File: src/rtl/kvpi_pkg.sv
package kvpi_pkg;

    // Widths fixed by the item and register formats
    localparam int KIND_W     = 3;
    localparam int ADDR_W     = 2;
    localparam int BYTE_W     = 8;
    localparam int ROW_W      = 4;
    localparam int BIT_W      = 3;
    localparam int MODE_W     = 4;
    localparam int CFG_IDX_W  = 2;
    localparam int CFG_W      = 24;
    localparam int FRAME_W    = 24;
    localparam int TONE_W     = 16;

    // Key matrix
    localparam int KEY_ROW_COUNT_DEF = 12;
    localparam int ROW_MODIFIER      = 10;
    localparam int ROW_REPEAT        = 11;
    localparam logic [ROW_W-1:0] KEY_SEL_LIMIT = 4'd10;

    // Port reset values
    localparam logic [BYTE_W-1:0] PORT_A_RESET = 8'h00;
    localparam logic [BYTE_W-1:0] PORT_B_RESET = 8'hFF;
    localparam logic [BYTE_W-1:0] PORT_C_RESET = 8'h4F;
    localparam logic [BYTE_W-1:0] CTRL_RESET   = 8'h8A;
    localparam logic [BYTE_W-1:0] ROW_RESET    = 8'hFF;

    // Accepted control bytes
    localparam logic [BYTE_W-1:0] CTRL_MODE_WORD = 8'h8A;
    localparam logic [BYTE_W-1:0] CTRL_BIT_CLR   = 8'h04;
    localparam logic [BYTE_W-1:0] CTRL_BIT_SET   = 8'h05;

    // Port C bit handling
    localparam logic [BYTE_W-1:0] C_FORCE_MASK  = 8'hD0;
    localparam logic [BYTE_W-1:0] C_TOGGLE_MASK = 8'h20;
    localparam logic [BYTE_W-1:0] C_HIGH_MASK   = 8'hF0;
    localparam int                C_FLYBACK_BIT = 7;
    localparam int                C_TONE_BIT    = 4;

    // Timebase register reset values
    localparam logic [FRAME_W-1:0] FRAME_PERIOD_RESET = 24'd16667;
    localparam logic [FRAME_W-1:0] FLYBACK_RESET      = 24'd833;
    localparam logic [TONE_W-1:0]  TONE_PERIOD_RESET  = 16'd417;
    localparam logic [TONE_W-1:0]  TONE_LOW_RESET     = 16'd208;

    localparam logic [MODE_W-1:0] MODE_MAX = 4'd8;

    typedef enum logic [KIND_W-1:0] {
        KIND_READ     = 3'd0,
        KIND_WRITE    = 3'd1,
        KIND_KEY_DOWN = 3'd2,
        KIND_KEY_UP   = 3'd3,
        KIND_TICK     = 3'd4
    } t_kind;

    typedef enum logic [ADDR_W-1:0] {
        ADDR_PORT_A  = 2'd0,
        ADDR_PORT_B  = 2'd1,
        ADDR_PORT_C  = 2'd2,
        ADDR_CONTROL = 2'd3
    } t_addr;

    typedef enum logic [CFG_IDX_W-1:0] {
        CFG_FRAME_PERIOD  = 2'd0,
        CFG_FLYBACK_TICKS = 2'd1,
        CFG_TONE_PERIOD   = 2'd2,
        CFG_TONE_LOW      = 2'd3
    } t_cfg_index;

    typedef struct packed {
        logic [KIND_W-1:0] kind;
        logic [ADDR_W-1:0] addr;
        logic [BYTE_W-1:0] data;
        logic [ROW_W-1:0]  key_row;
        logic [BIT_W-1:0]  key_bit;
    } t_item;

    typedef struct packed {
        logic flyback_low;
        logic tone_low;
    } t_wave;

    typedef struct packed {
        logic [BYTE_W-1:0] read_data;
        logic [MODE_W-1:0] video_mode;
        logic              mode_changed;
        logic              control_error;
    } t_result;

endpackage

File: src/rtl/keyboard_video_port_interface.sv
// Keyboard and video parallel port.
// Input channel (i_in_valid / o_in_stall) carries bus reads and writes of
// ports A, B, C and control, key down / key up events, and timebase ticks.
// Output channel (o_out_valid / i_out_stall) returns exactly one result per
// item: read byte (zero unless a read), current video mode, a mode-change
// flag for port A writes and an error flag for unexpected control bytes.
// Config port (i_cfg_we / i_cfg_index / i_cfg_data) sets frame period,
// flyback length, tone period and tone low time; write only while idle.
// Path: an item transferred in passes through the input register, then
// the single-pass result register, before its result is on the output.
// Throughput: one item per cycle while i_out_stall is low; all the work is
// one pass of logic over the port registers, key matrix and two phase counters.
// Receiver stall: the result register holds; the item in the input register
// waits, and o_in_stall rises only while both stages are full.
// Reset (synchronous, active low): ports A/B/C/control = 00/FF/4F/8A, all
// key rows released, mode 0, both phases 0, config back to defaults, and
// both channel stages empty.
module keyboard_video_port_interface
    import kvpi_pkg::*;
#(
    parameter int KEY_ROW_COUNT = KEY_ROW_COUNT_DEF
) (
    input  logic                 i_clk,
    input  logic                 i_rst_n,
    // config port
    input  logic                 i_cfg_we,
    input  logic [CFG_IDX_W-1:0] i_cfg_index,
    input  logic [CFG_W-1:0]     i_cfg_data,
    // input channel
    input  logic                 i_in_valid,
    output logic                 o_in_stall,
    input  logic [KIND_W-1:0]    i_kind,
    input  logic [ADDR_W-1:0]    i_addr,
    input  logic [BYTE_W-1:0]    i_data,
    input  logic [ROW_W-1:0]     i_key_row,
    input  logic [BIT_W-1:0]     i_key_bit,
    // output channel
    output logic                 o_out_valid,
    input  logic                 i_out_stall,
    output logic [BYTE_W-1:0]    o_read_data,
    output logic [MODE_W-1:0]    o_video_mode,
    output logic                 o_mode_changed,
    output logic                 o_control_error
);

    logic    r_in_valid, n_in_valid;
    t_item   r_item;
    logic    r_out_valid, n_out_valid;
    t_result r_result;
    t_result result_c;
    t_wave   wave;
    logic    in_xfer;
    logic    advance;
    logic    tick;

    // Item moves into the result register when that register is free or draining
    assign advance    = r_in_valid && (!r_out_valid || !i_out_stall);
    assign o_in_stall = r_in_valid && !advance;
    assign in_xfer    = i_in_valid && !o_in_stall;
    assign tick       = advance && (t_kind'(r_item.kind) == KIND_TICK);

    always_comb begin
        n_in_valid = r_in_valid;
        if (in_xfer) begin
            n_in_valid = 1'b1;
        end else if (advance) begin
            n_in_valid = 1'b0;
        end
        n_out_valid = r_out_valid;
        if (advance) begin
            n_out_valid = 1'b1;
        end else if (!i_out_stall) begin
            n_out_valid = 1'b0;
        end
    end

    always_ff @(posedge i_clk) begin
        if (!i_rst_n) begin
            r_in_valid  <= 1'b0;
            r_out_valid <= 1'b0;
        end else begin
            r_in_valid  <= n_in_valid;
            r_out_valid <= n_out_valid;
        end
    end

    always_ff @(posedge i_clk) begin
        if (in_xfer) begin
            r_item.kind    <= i_kind;
            r_item.addr    <= i_addr;
            r_item.data    <= i_data;
            r_item.key_row <= i_key_row;
            r_item.key_bit <= i_key_bit;
        end
        if (advance) begin
            r_result <= result_c;
        end
    end

    kvpi_timebase u_timebase (
        .i_clk       (i_clk),
        .i_rst_n     (i_rst_n),
        .i_cfg_we    (i_cfg_we),
        .i_cfg_index (i_cfg_index),
        .i_cfg_data  (i_cfg_data),
        .i_tick      (tick),
        .o_wave      (wave)
    );

    kvpi_ports #(
        .KEY_ROW_COUNT (KEY_ROW_COUNT)
    ) u_ports (
        .i_clk     (i_clk),
        .i_rst_n   (i_rst_n),
        .i_advance (advance),
        .i_item    (r_item),
        .i_wave    (wave),
        .o_result  (result_c)
    );

    assign o_out_valid     = r_out_valid;
    assign o_read_data     = r_result.read_data;
    assign o_video_mode    = r_result.video_mode;
    assign o_mode_changed  = r_result.mode_changed;
    assign o_control_error = r_result.control_error;

    // A result taken into the output stage is presented next cycle
    a_advance_presents: assert property (@(posedge i_clk) disable iff (!i_rst_n)
        advance |=> o_out_valid)
        else $error("advanced item not presented");

    // Input side backs up only when the output stage is full and held
    a_stall_cause: assert property (@(posedge i_clk) disable iff (!i_rst_n)
        o_in_stall |-> (r_in_valid && o_out_valid && i_out_stall))
        else $error("input stalled without a held result");

    // A port A write and a control write are different items
    a_flags_exclusive: assert property (@(posedge i_clk) disable iff (!i_rst_n)
        o_out_valid |-> !(o_mode_changed && o_control_error))
        else $error("mode change and control error in one result");

    // Mode code never leaves 0..8
    a_mode_range: assert property (@(posedge i_clk) disable iff (!i_rst_n)
        o_out_valid |-> (o_video_mode <= MODE_MAX))
        else $error("video mode out of range");

endmodule

File: src/rtl/kvpi_timebase.sv
module kvpi_timebase
    import kvpi_pkg::*;
(
    input  logic                 i_clk,
    input  logic                 i_rst_n,
    input  logic                 i_cfg_we,
    input  logic [CFG_IDX_W-1:0] i_cfg_index,
    input  logic [CFG_W-1:0]     i_cfg_data,
    input  logic                 i_tick,
    output t_wave                o_wave
);

    logic [FRAME_W-1:0] r_frame_period;
    logic [FRAME_W-1:0] r_flyback_ticks;
    logic [TONE_W-1:0]  r_tone_period;
    logic [TONE_W-1:0]  r_tone_low_ticks;
    logic [FRAME_W-1:0] r_frame_phase, n_frame_phase;
    logic [TONE_W-1:0]  r_tone_phase, n_tone_phase;
    logic [FRAME_W:0]   frame_inc;
    logic [TONE_W:0]    tone_inc;

    always_ff @(posedge i_clk) begin
        if (!i_rst_n) begin
            r_frame_period   <= FRAME_PERIOD_RESET;
            r_flyback_ticks  <= FLYBACK_RESET;
            r_tone_period    <= TONE_PERIOD_RESET;
            r_tone_low_ticks <= TONE_LOW_RESET;
        end else if (i_cfg_we) begin
            case (t_cfg_index'(i_cfg_index))
                CFG_FRAME_PERIOD:  r_frame_period   <= i_cfg_data[FRAME_W-1:0];
                CFG_FLYBACK_TICKS: r_flyback_ticks  <= i_cfg_data[FRAME_W-1:0];
                CFG_TONE_PERIOD:   r_tone_period    <= i_cfg_data[TONE_W-1:0];
                CFG_TONE_LOW:      r_tone_low_ticks <= i_cfg_data[TONE_W-1:0];
                default: ;
            endcase
        end
    end

    // Wrap at the period; a period of 0 or 1 pins the phase at 0
    always_comb begin
        frame_inc     = {1'b0, r_frame_phase} + {{FRAME_W{1'b0}}, 1'b1};
        tone_inc      = {1'b0, r_tone_phase} + {{TONE_W{1'b0}}, 1'b1};
        n_frame_phase = r_frame_phase;
        n_tone_phase  = r_tone_phase;
        if (i_tick) begin
            n_frame_phase = (frame_inc >= {1'b0, r_frame_period}) ? '0
                                                                  : frame_inc[FRAME_W-1:0];
            n_tone_phase  = (tone_inc >= {1'b0, r_tone_period}) ? '0
                                                                : tone_inc[TONE_W-1:0];
        end
    end

    always_ff @(posedge i_clk) begin
        if (!i_rst_n) begin
            r_frame_phase <= '0;
            r_tone_phase  <= '0;
        end else begin
            r_frame_phase <= n_frame_phase;
            r_tone_phase  <= n_tone_phase;
        end
    end

    assign o_wave.flyback_low = (r_frame_phase < r_flyback_ticks);
    assign o_wave.tone_low    = (r_tone_phase < r_tone_low_ticks);

endmodule

File: src/rtl/kvpi_ports.sv
module kvpi_ports
    import kvpi_pkg::*;
#(
    parameter int KEY_ROW_COUNT = KEY_ROW_COUNT_DEF
) (
    input  logic    i_clk,
    input  logic    i_rst_n,
    input  logic    i_advance,
    input  t_item   i_item,
    input  t_wave   i_wave,
    output t_result o_result
);

    localparam int ROW_IDX_W = $clog2(KEY_ROW_COUNT);

    logic [BYTE_W-1:0] r_port_a, n_port_a;
    logic [BYTE_W-1:0] r_port_b, n_port_b;
    logic [BYTE_W-1:0] r_port_c, n_port_c;
    logic [BYTE_W-1:0] r_ctrl, n_ctrl;
    logic [MODE_W-1:0] r_mode, n_mode;
    logic [BYTE_W-1:0] r_key_rows [KEY_ROW_COUNT];
    logic [BYTE_W-1:0] n_key_rows [KEY_ROW_COUNT];

    t_kind             kind_c;
    t_addr             addr_c;
    logic [ROW_W-1:0]  sel;
    logic [BYTE_W-1:0] port_b_val;
    logic [BYTE_W-1:0] port_c_val;
    logic [MODE_W-1:0] mode_wr;

    // Odd high nibble n gives mode (n+1)/2, even gives mode 0
    function automatic logic [MODE_W-1:0] mode_of(input logic [BYTE_W-1:0] a);
        logic [MODE_W:0] sum;
        sum = {1'b0, a[7:4]} + {{MODE_W{1'b0}}, 1'b1};
        return a[4] ? sum[MODE_W:1] : '0;
    endfunction

    assign kind_c  = t_kind'(i_item.kind);
    assign addr_c  = t_addr'(i_item.addr);
    assign sel     = r_port_a[ROW_W-1:0];
    assign mode_wr = mode_of(i_item.data);

    always_comb begin
        port_b_val = r_key_rows[ROW_MODIFIER];
        if (sel < KEY_SEL_LIMIT) begin
            port_b_val = r_key_rows[sel[ROW_IDX_W-1:0]] & r_key_rows[ROW_MODIFIER];
        end
        port_c_val = (r_port_c | C_FORCE_MASK) & r_key_rows[ROW_REPEAT];
        if (i_wave.flyback_low) begin
            port_c_val[C_FLYBACK_BIT] = 1'b0;
        end
        if (i_wave.tone_low) begin
            port_c_val[C_TONE_BIT] = 1'b0;
        end
        port_c_val = port_c_val ^ C_TOGGLE_MASK;
    end

    always_comb begin
        n_port_a   = r_port_a;
        n_port_b   = r_port_b;
        n_port_c   = r_port_c;
        n_ctrl     = r_ctrl;
        n_mode     = r_mode;
        n_key_rows = r_key_rows;
        o_result   = '0;
        case (kind_c)
            KIND_READ: begin
                case (addr_c)
                    ADDR_PORT_A:  o_result.read_data = r_port_a;
                    ADDR_PORT_B: begin
                        n_port_b           = port_b_val;
                        o_result.read_data = port_b_val;
                    end
                    ADDR_PORT_C: begin
                        n_port_c           = port_c_val;
                        o_result.read_data = port_c_val;
                    end
                    ADDR_CONTROL: o_result.read_data = r_ctrl;
                    default: ;
                endcase
            end
            KIND_WRITE: begin
                case (addr_c)
                    ADDR_PORT_A: begin
                        o_result.mode_changed = (mode_wr != r_mode);
                        n_mode                = mode_wr;
                        n_port_a              = i_item.data;
                    end
                    ADDR_PORT_B: n_port_b = i_item.data;
                    ADDR_PORT_C: n_port_c = (i_item.data & ~C_HIGH_MASK)
                                          | (r_port_c & C_HIGH_MASK);
                    ADDR_CONTROL: begin
                        case (i_item.data) inside
                            CTRL_MODE_WORD, CTRL_BIT_CLR, CTRL_BIT_SET: ;
                            default: o_result.control_error = 1'b1;
                        endcase
                        n_ctrl = i_item.data;
                    end
                    default: ;
                endcase
            end
            KIND_KEY_DOWN, KIND_KEY_UP: begin
                // Rows past the matrix never match and are ignored
                for (int r = 0; r < KEY_ROW_COUNT; r++) begin
                    if (i_item.key_row == ROW_W'(r)) begin
                        n_key_rows[r][i_item.key_bit] = (kind_c == KIND_KEY_UP);
                    end
                end
            end
            default: ;
        endcase
        o_result.video_mode = n_mode;
    end

    always_ff @(posedge i_clk) begin
        if (!i_rst_n) begin
            r_port_a <= PORT_A_RESET;
            r_port_b <= PORT_B_RESET;
            r_port_c <= PORT_C_RESET;
            r_ctrl   <= CTRL_RESET;
            r_mode   <= '0;
            for (int r = 0; r < KEY_ROW_COUNT; r++) begin
                r_key_rows[r] <= ROW_RESET;
            end
        end else if (i_advance) begin
            r_port_a   <= n_port_a;
            r_port_b   <= n_port_b;
            r_port_c   <= n_port_c;
            r_ctrl     <= n_ctrl;
            r_mode     <= n_mode;
            r_key_rows <= n_key_rows;
        end
    end

endmodule
File: config.mk
export PLATFORM = sky130hd
export DESIGN_NAME = keyboard_video_port_interface
export DESIGN_NICKNAME = d
export VERILOG_FILES = /design/src/rtl/kvpi_pkg.sv /design/src/rtl/keyboard_video_port_interface.sv /design/src/rtl/kvpi_timebase.sv /design/src/rtl/kvpi_ports.sv
export SDC_FILE = /design/constraint.sdc
export NUM_CORES = 1
export LEC_CHECK = 0
export BUFFER_PORTS_ARGS = -buffer_cell sky130_fd_sc_hd__buf_2
export CAP_MARGIN = 20
export CORE_UTILIZATION = 62
export DETAILED_ROUTE_END_ITERATION = 6
export PLACE_DENSITY = 0.8
export SLEW_MARGIN = 5
export SYNTH_ARGS = -nofsm -noshare
export SYNTH_HDL_FRONTEND = slang
export SYNTH_HIERARCHICAL = 1
export SYNTH_SLANG_ARGS = --single-unit
File: constraint.sdc
create_clock -name i_clk -period 9.4 [get_ports i_clk]
set_input_delay 0.47 -clock i_clk [delete_from_list [all_inputs] [get_ports i_clk]]
set_output_delay 0.47 -clock i_clk [all_outputs]
set_load 0.005 [all_outputs]
==> results of run 1 <==
## report_power, final
group	switching [mW]	internal, mW
logic	0.135	0.0709
clock network	0.469	0.781
registers	0.0275	1.22
## metrics by stage
step	std cells	cell area (sq um)	power, mW	utilization	worst slack, ns
after global routing	1930	15860	2.799	0.6985	4.243
after floorplan	1626	14400	1.407	-	4.977
after CTS	1922	15790	2.720	0.6951	4.573
final	1930	15860	2.707	0.6985	4.566
after detailed placement	1868	14720	1.474	0.6482	4.572
after global placement	1868	14720	1.468	0.6482	4.680
## state kept, by name, summed over array words and instances (netlist names), 4 cells and up
name,flops
u_ports/r_port_a,8
r_item,20
u_timebase/r_frame_period,24
u_timebase/r_frame_phase,24
o_read_data,8
u_timebase/r_tone_period,16
u_ports/r_mode,4
u_ports/r_key_rows,96
u_ports/r_port_c,5
o_video_mode,4
u_timebase/r_flyback_ticks,24
u_ports/r_ctrl,8
u_timebase/r_tone_low_ticks,16
u_timebase/r_tone_phase,16
## logic make-up (layout without fill, tap and decap cells)
family,Yosys count,after routing
buffers and inverters,220,239
AND/OR/NAND/NOR,489,489
flip-flops,277,277
adder cells (fa/ha/maj),80,80
multiplexers,54,54
AO/OA/AOI/OAI,475,475
XOR/XNOR,31,31
## critical path, delay by kind of cell (launching register included)
kind,cells,cell delay [ns]
buffers and inverters,1,0.34
AOI/OAI and AO/OA,4,1.46
DFF,1,0.44
and+or+nand+nor,6,1.92
adders and majority gates,2,0.55
## worst min path at each step
stage | start | to | slack, ns | depth (start not counted)
2_1_floorplan | u_timebase/r_flyback_ticks[10] | u_timebase/r_flyback_ticks[10] | 0.44 | 2
3_3_place_gp | u_timebase/r_frame_period[23] | u_timebase/r_frame_period[23] | 0.44 | 2
3_5_place_dp | u_timebase/r_flyback_ticks[22] | u_timebase/r_flyback_ticks[22] | 0.45 | 2
4_1_cts | i_key_row[2] | r_item[5] | 0.06 | 1
5_1_grt | i_kind[1] | r_item[18] | 0.07 | 1
6_report | i_kind[1] | r_item[18] | 0.09 | 1
## area by class of cell
class / count / area, sq um / area share
clock buffers: 43 / 878.3 / 0.05537
repair buffers: 92 / 543.0 / 0.03423
inverters: 93 / 350.3 / 0.02209
multi-input cells: 1129 / 7662 / 0.4830
well taps: 285 / 356.6 / 0.02248
flip-flops and latches: 277 / 5886 / 0.3710
clock inverters: 11 / 186.4 / 0.01175
## routing by layer
metal / global-route usage / up-vias
met5: 0 / -
met4: 0.08581 / 0
met3: 0.04343 / 73
met2: 0.4973 / 394
met1: 0.3835 / 5821
li1: - / 5958
## Yosys cell counts, drive strengths merged, types with 8 or more instances
master  instances
or4            14
nand3          35
or2            11
nor4           23
a21o           16
nor2b          19
xor2           11
a21oi         127
o21ai          40
nand3b         12
inv            91
nand4          20
and3           15
nor3           16
clkbuf         84
mux2           10
xnor2          20
mux4           16
dfxtp         243
o21a           18
o211ai         18
edfxtp         34
mux2i          28
a211oi        102
ha             80
nand2         227
nor2           55
or3             8
buf            43
a31oi         100
## cells in the final DEF (no fill, tap or decap), types with 6 or more instances in the layout
cell / Yosys / routed
dfxtp_1: 243 / 243
nand2_1: 227 / 227
a21oi_1: 127 / 127
a211oi_1: 102 / 102
a31oi_1: 100 / 99
inv_1: 91 / 91
ha_1: 80 / 80
buf_2: 32 / 66
nor2_1: 49 / 49
o21ai_0: 35 / 35
edfxtp_1: 34 / 34
nand3_1: 34 / 34
clkbuf_16: 0 / 29
mux2i_1: 28 / 28
buf_4: 4 / 23
nor4_1: 22 / 22
xnor2_1: 20 / 20
nand4_1: 20 / 20
o21a_1: 18 / 18
nor2b_1: 19 / 18
o211ai_1: 18 / 18
mux4_2: 16 / 16
a21o_1: 16 / 16
and3_1: 14 / 14
nor3_1: 15 / 14
or4_1: 14 / 14
nand3b_1: 12 / 12
xor2_1: 11 / 11
or2_2: 11 / 11
clkbuf_8: 0 / 10
mux2_2: 10 / 10
or3_1: 8 / 8
nor3b_2: 2 / 6
nand2b_1: 6 / 6
a2111oi_0: 6 / 6
o41a_1: 6 / 6
==> results.cfg, run 1 <==
[route]
wl_um = 35310
post-route-drc-count = 0
first_iter_violations = 1150
routed.top_layer = met4
avgViaCountPerCell = 6.345
vias = 12250
antenna_left = 0
route.met2.wl_um = 17130
first_pass_iters = 5
met1_length_um = 15530
wire_per_inst_um = 18.30
dr_wl_met3_um = 1850

[cts]
postCtsResizedCells = 0
cts_root_buf = clkbuf_16
cts-hold-fix-buffers = 0
htree_levels = 1
clockBufferDepth = 3
clkTransAtPathRegs_ns = 0.06
cts_tree = built
cts_buffers = 29
postCtsSetupRepairBufs = 0
cts.sinks = 277
clk_latency_ns = 0.56

[timing]
hold_viol_final = 0
max_freq_ghz = 0.2069
grt_setup_unrepaired = no
fin_crit_sh = 0.5142
setup_viol = 0
fin_worst_skew_ns = 0.01962
whs_ns = 0.08573
relSlewSlack = 0.2906
drv_slew = 0
setup_tns_ns = 0
final.min_clock_period_ns = 4.834
worst_pin_slew_ns = 1.063

[setup_path]
r2r_slack_ns = 4.57
cp-start-kind = flop
cp_max_fo = 16
cpPeakStageDelay_ns = 0.84
worstSetupPathType = flop to flop
crit_slowest_cell = or4_1
endpoint = u_timebase/r_frame_phase[19]
worstSetupEndpointType = flop
cp-startpoint = u_timebase/r_frame_phase[0]
r2r_end = u_timebase/r_frame_phase[19]
r2r-start = u_timebase/r_frame_phase[0]
critPathRequiredTime_ns = 9.84
crit_path_frequent_cell = ha_1
worstRegToRegCells = 13
crit_arrival_ns = 5.28
path_cells = ha_1, nand3_1, or4_1, o31a_1, or2_2, ha_1, nand2_1, nor4_1, a221oi_1, a21boi_1, buf_4, nor3_2, a221o_1

[synthesis]
synth.largest_area_cell = dfxtp_1
synth_compound_area_frac = 0.2184
synth_top_family_by_area = compound AO/OA/AOI/OAI gates
synth-main-ff-cell = dfxtp_1
synth_area_sq_mm = 0.01440
synthSimpleGateAreaFrac = 0.1700
synth_area_leaders = dfxtp_1 (34%), edfxtp_1 (7.1%), ha_1 (7.0%), nand2_1 (5.9%), a211oi_1 (5.3%)
yosys_warnings = 6
yosys.area.top_type_share = 0.3378
yosysSeqAreaShare = 0.4087
ys_ff_latch = 277
synth_area_per_cell_sq_um = 8.857
synth.area.mux_share = 0.05230
yosys.area_share.adder = 0.06950
synth_cell_type_count = 76
yosys.area_share.xor_xnor = 0.01885
synth-edff-count = 34
netlist_instances = 1626
synth_fp_nets = 1757
async_flop_share = 0

[die]
die_h_um = 154.4
ios = 67
initial_core_util = 0.6342
core_area_sq_mm = 0.02271
dieArea_sq_mm = 0.02384
die_x_um = 154.4
rows = 55

[min_path]
hold_path.class = primary input to flop

[power]
irDropWorstVdd_mv = 0.1649
leakage_nw = 5.948
powerDensity_mw_per_mm2 = 170.6

[finish]
n_antenna_cell = 0
fillers = 1761
drive_above_1_share = 0.1258
nNetsFinal = 1753
area_growth_syn_to_layout_pct = 10.15

[global_routing]
grt_usage = 0.2918
grt_pass1_wl_um = 57080
gr-total-overflow = 0
grt_pass1_vias = 11420
antenna_found_initial = 0
grt_max_degree = 114

[status]
status = complete, no violations

[placed_design]
dp_hpwl_um = 23290
io_buffers = 66
place.gp.congestion = 0.9226

[run]
cap_violations = 0
No activity file was read; power rests on OpenSTA's default activity.
==> run 2, diff against run 1 <==
ABC_AREA = 1   (was not set)
clock period = 5.03 ns   (was 9.4 ns; I/O delays follow)
==> run 2 against run 1 <==
Compared with the run above: the flow now finishes with violations (DRC); final area rose by 2.7%; die area rose by 0.69%; synthesized cell count rose by 23%; sequential share of layout area fell by 0.96 points; clock power rose by 89%; first-iteration DRC count rose by 31%; critical path type unchanged; critical endpoint is now u_timebase/r_frame_phase[6]; highest routed layer unchanged.
==> results.cfg, run 2 <==
[status]
status = complete, but fails checks
violations = DRC

[finish]
regArea_sq_mm = 0.005886
fillers = 1855
largest_reg_flops = 96
final_cell_mix = nand2_1 (323), nand3_1 (316), dfxtp_1 (243)
multi_input_area_sq_mm = 0.007283
drive_above_1_share = 0.08839
area_growth_syn_to_layout_pct = 12.29
final_common_cell = nand2_1
nNetsFinal = 2167
n_antenna_cell = 0
top_register = u_ports/r_key_rows

[synthesis]
synth_area_per_cell_sq_um = 7.266
synth_cell_type_count = 46
yosys_warnings = 6
synth_area_sq_mm = 0.01450
synth_area_leaders = dfxtp_1 (34%), nand3_1 (11%), nand2_1 (8.4%), edfxtp_1 (7.0%), ha_1 (6.9%)
async_flop_share = 0
synth_commonest_cells = nand2_1 (323), nand3_1 (316), dfxtp_1 (243)
yosysSeqAreaShare = 0.4058
netlist_instances = 1996
yosys.area.top_type_share = 0.3354
ys_ff_latch = 277
synth_fp_nets = 2127
synth.largest_area_cell = dfxtp_1
synth-main-ff-cell = dfxtp_1
synth-edff-count = 34
synth.most_common_cell = nand2_1

[power]
powerDensity_mw_per_mm2 = 308.4
leakage_nw = 6.890
irDropWorstVdd_mv = 0.3529
p_total_mw = 5.023

[route]
wire_per_inst_um = 17.23
wl_um = 40870
antenna_left = 0
first_iter_violations = 1506
vias = 14080
post-route-drc-count = 18
first_pass_iters = 7
avgViaCountPerCell = 5.935

[setup_path]
cp.depth = 17
worstSetupPathType = flop to flop
worstRegToRegCells = 17
crit_path_frequent_cell = nand2_1
worstSetupEndpointType = flop
critPathBufInv = 1
cp-startpoint = u_timebase/r_frame_phase[0]
crit_slowest_cell = nor2_2
cp-start-kind = flop
critPathRequiredTime_ns = 5.51
path_cells = ha_1, nand2_1, nor2_2, nand2_2, nor3_1, xor2_1, inv_1, ha_1, nand2_1, nor2_1, nand2_1, nor3_1, a21oi_1, nand2_1, nor2_2, nand3_1, a21oi_1
path_delay_family = simple AND/OR/NAND/NOR gates
cp_max_fo = 24
r2r-start = u_timebase/r_frame_phase[0]
cpPeakStageDelay_ns = 0.79
crit_arrival_ns = 4.21

[placed_design]
dp_hpwl_um = 27050
io_buffers = 66
place.gp.congestion = 0.9646

[global_routing]
grt_usage = 0.3327
gr-total-overflow = 0
antenna_found_initial = 0
grt_pass1_vias = 12820
grt_max_degree = 79
grt_pass1_wl_um = 64470

[cts]
clk_latency_ns = 0.56
cts_tree = built
clkTransAtPathRegs_ns = 0.06
htree_levels = 1
cts_root_buf = clkbuf_16
clockBufferDepth = 3
cts_buffers = 29
cts.sinks = 277

[die]
core_area_sq_mm = 0.02278
ios = 67
die_x_um = 154.9
die_h_um = 154.9
rows = 55
initial_core_util = 0.6367
dieArea_sq_mm = 0.02401

[timing]
relSlewSlack = 0.3029
setup_viol = 0
hold_viol_final = 0
final.min_clock_period_ns = 3.734
worst_pin_slew_ns = 1.044
fin_worst_skew_ns = 0.01738
grt_setup_unrepaired = no
setup_tns_ns = 0
drv_slew = 0
fin_crit_sh = 0.7423
max_freq_ghz = 0.2678

[run]
cap_violations = 0

[min_path]
worstHoldStart = i_cfg_data[21]
holdPathStages = 3
hold_path.class = primary input to flop
==> run 2: cell types whose count changed in the layout (fill, tap and decap cells not counted), sizes merged, moves of 26 or more <==
| cell | before | now |
|---|---|---|
| nor2 | 55 | 122 |
| a31oi | 100 | 3 |
| a211oi | 102 | 2 |
| nand2 | 227 | 327 |
| inv | 93 | 240 |
| dlygate4sd3 | 0 | 26 |
| mux2i | 28 | 0 |
| nand3 | 35 | 318 |
| a21oi | 127 | 174 |
| o21ai | 40 | 222 |
==> run 2: cell type report <==
class / instances / area share
Inverter: 245 / 0.05647
Clock inverter: 15 / 0.01375
Timing Repair Buffer: 108 / 0.04579
Sequential cell: 277 / 0.3614
Multi-Input combinational cell: 1375 / 0.4472
Clock buffer: 39 / 0.05132
Tap cell: 313 / 0.02405
==> run 2: cells by family after synthesis <==
logic type / Yosys count / share of synthesized area
flip-flops: 277 / 0.4058
XOR/XNOR: 22 / 0.01329
AO/OA/AOI/OAI: 430 / 0.1548
adder cells (fa/ha/maj): 80 / 0.06902
AND/OR/NAND/NOR: 843 / 0.2648
buffers and inverters: 344 / 0.09231
==> run 2: metrics by stage <==
step | hold WS [ns] | instance area, sq um | util | instances | setup slack [ns]
6_report | 0.01370 | 16290 | 0.7150 | 2372 | 1.296
2_1_floorplan | 0.3504 | 14500 | - | 1996 | 2.256
3_3_place_gp | 0.4274 | 14910 | 0.6546 | 2289 | 1.612
3_5_place_dp | 0.4296 | 14940 | 0.6558 | 2291 | 1.362
5_1_grt | 0.02268 | 16290 | 0.7150 | 2372 | 0.9298
4_1_cts | 0.00007111 | 16260 | 0.7138 | 2371 | 1.324
==> run 2: worst paths after layout <==
kind	to	slack, ns
worst max-delay path	u_timebase/r_frame_phase[6]	1.30
worst min register to register	u_timebase/r_flyback_ticks[18]	0.46
worst max register to register	u_timebase/r_frame_phase[6]	1.30
worst min-delay path	u_timebase/r_frame_period[21]	0.01
==> run 2: worst reg2reg max path, delay by kind of cell (launching register included) <==
family	cells	cell delay, ns
buf+inv	1	0.07
simple gates	11	2.00
xor+xnor	1	0.23
fa+ha+maj	2	0.56
compound gates	2	0.34
flops	1	0.47
==> run 2: metal layers <==
layer,routed length (um),GRT usage
met1,16770,0.4434
met2,18980,0.5455
met3,3538,0.03816
met4,1583,0.1452
met5,0,0
==> run 2: what timing repair did <==
action                                  4_1_cts  5_1_grt
hold endpoints to repair                     25        0
hold buffers                                 26        0
resized for setup                             0        0
endpoints found under the setup margin        0        0
buffers inserted                              0        0
==> run 2: power breakdown <==
part	leakage [nW]	total [mW]	switching, mW	internal, mW
Sequential	2.30	2.32	0.0290	2.29
Clock	0.521	2.36	0.891	1.47
Combinational	4.07	0.344	0.239	0.106
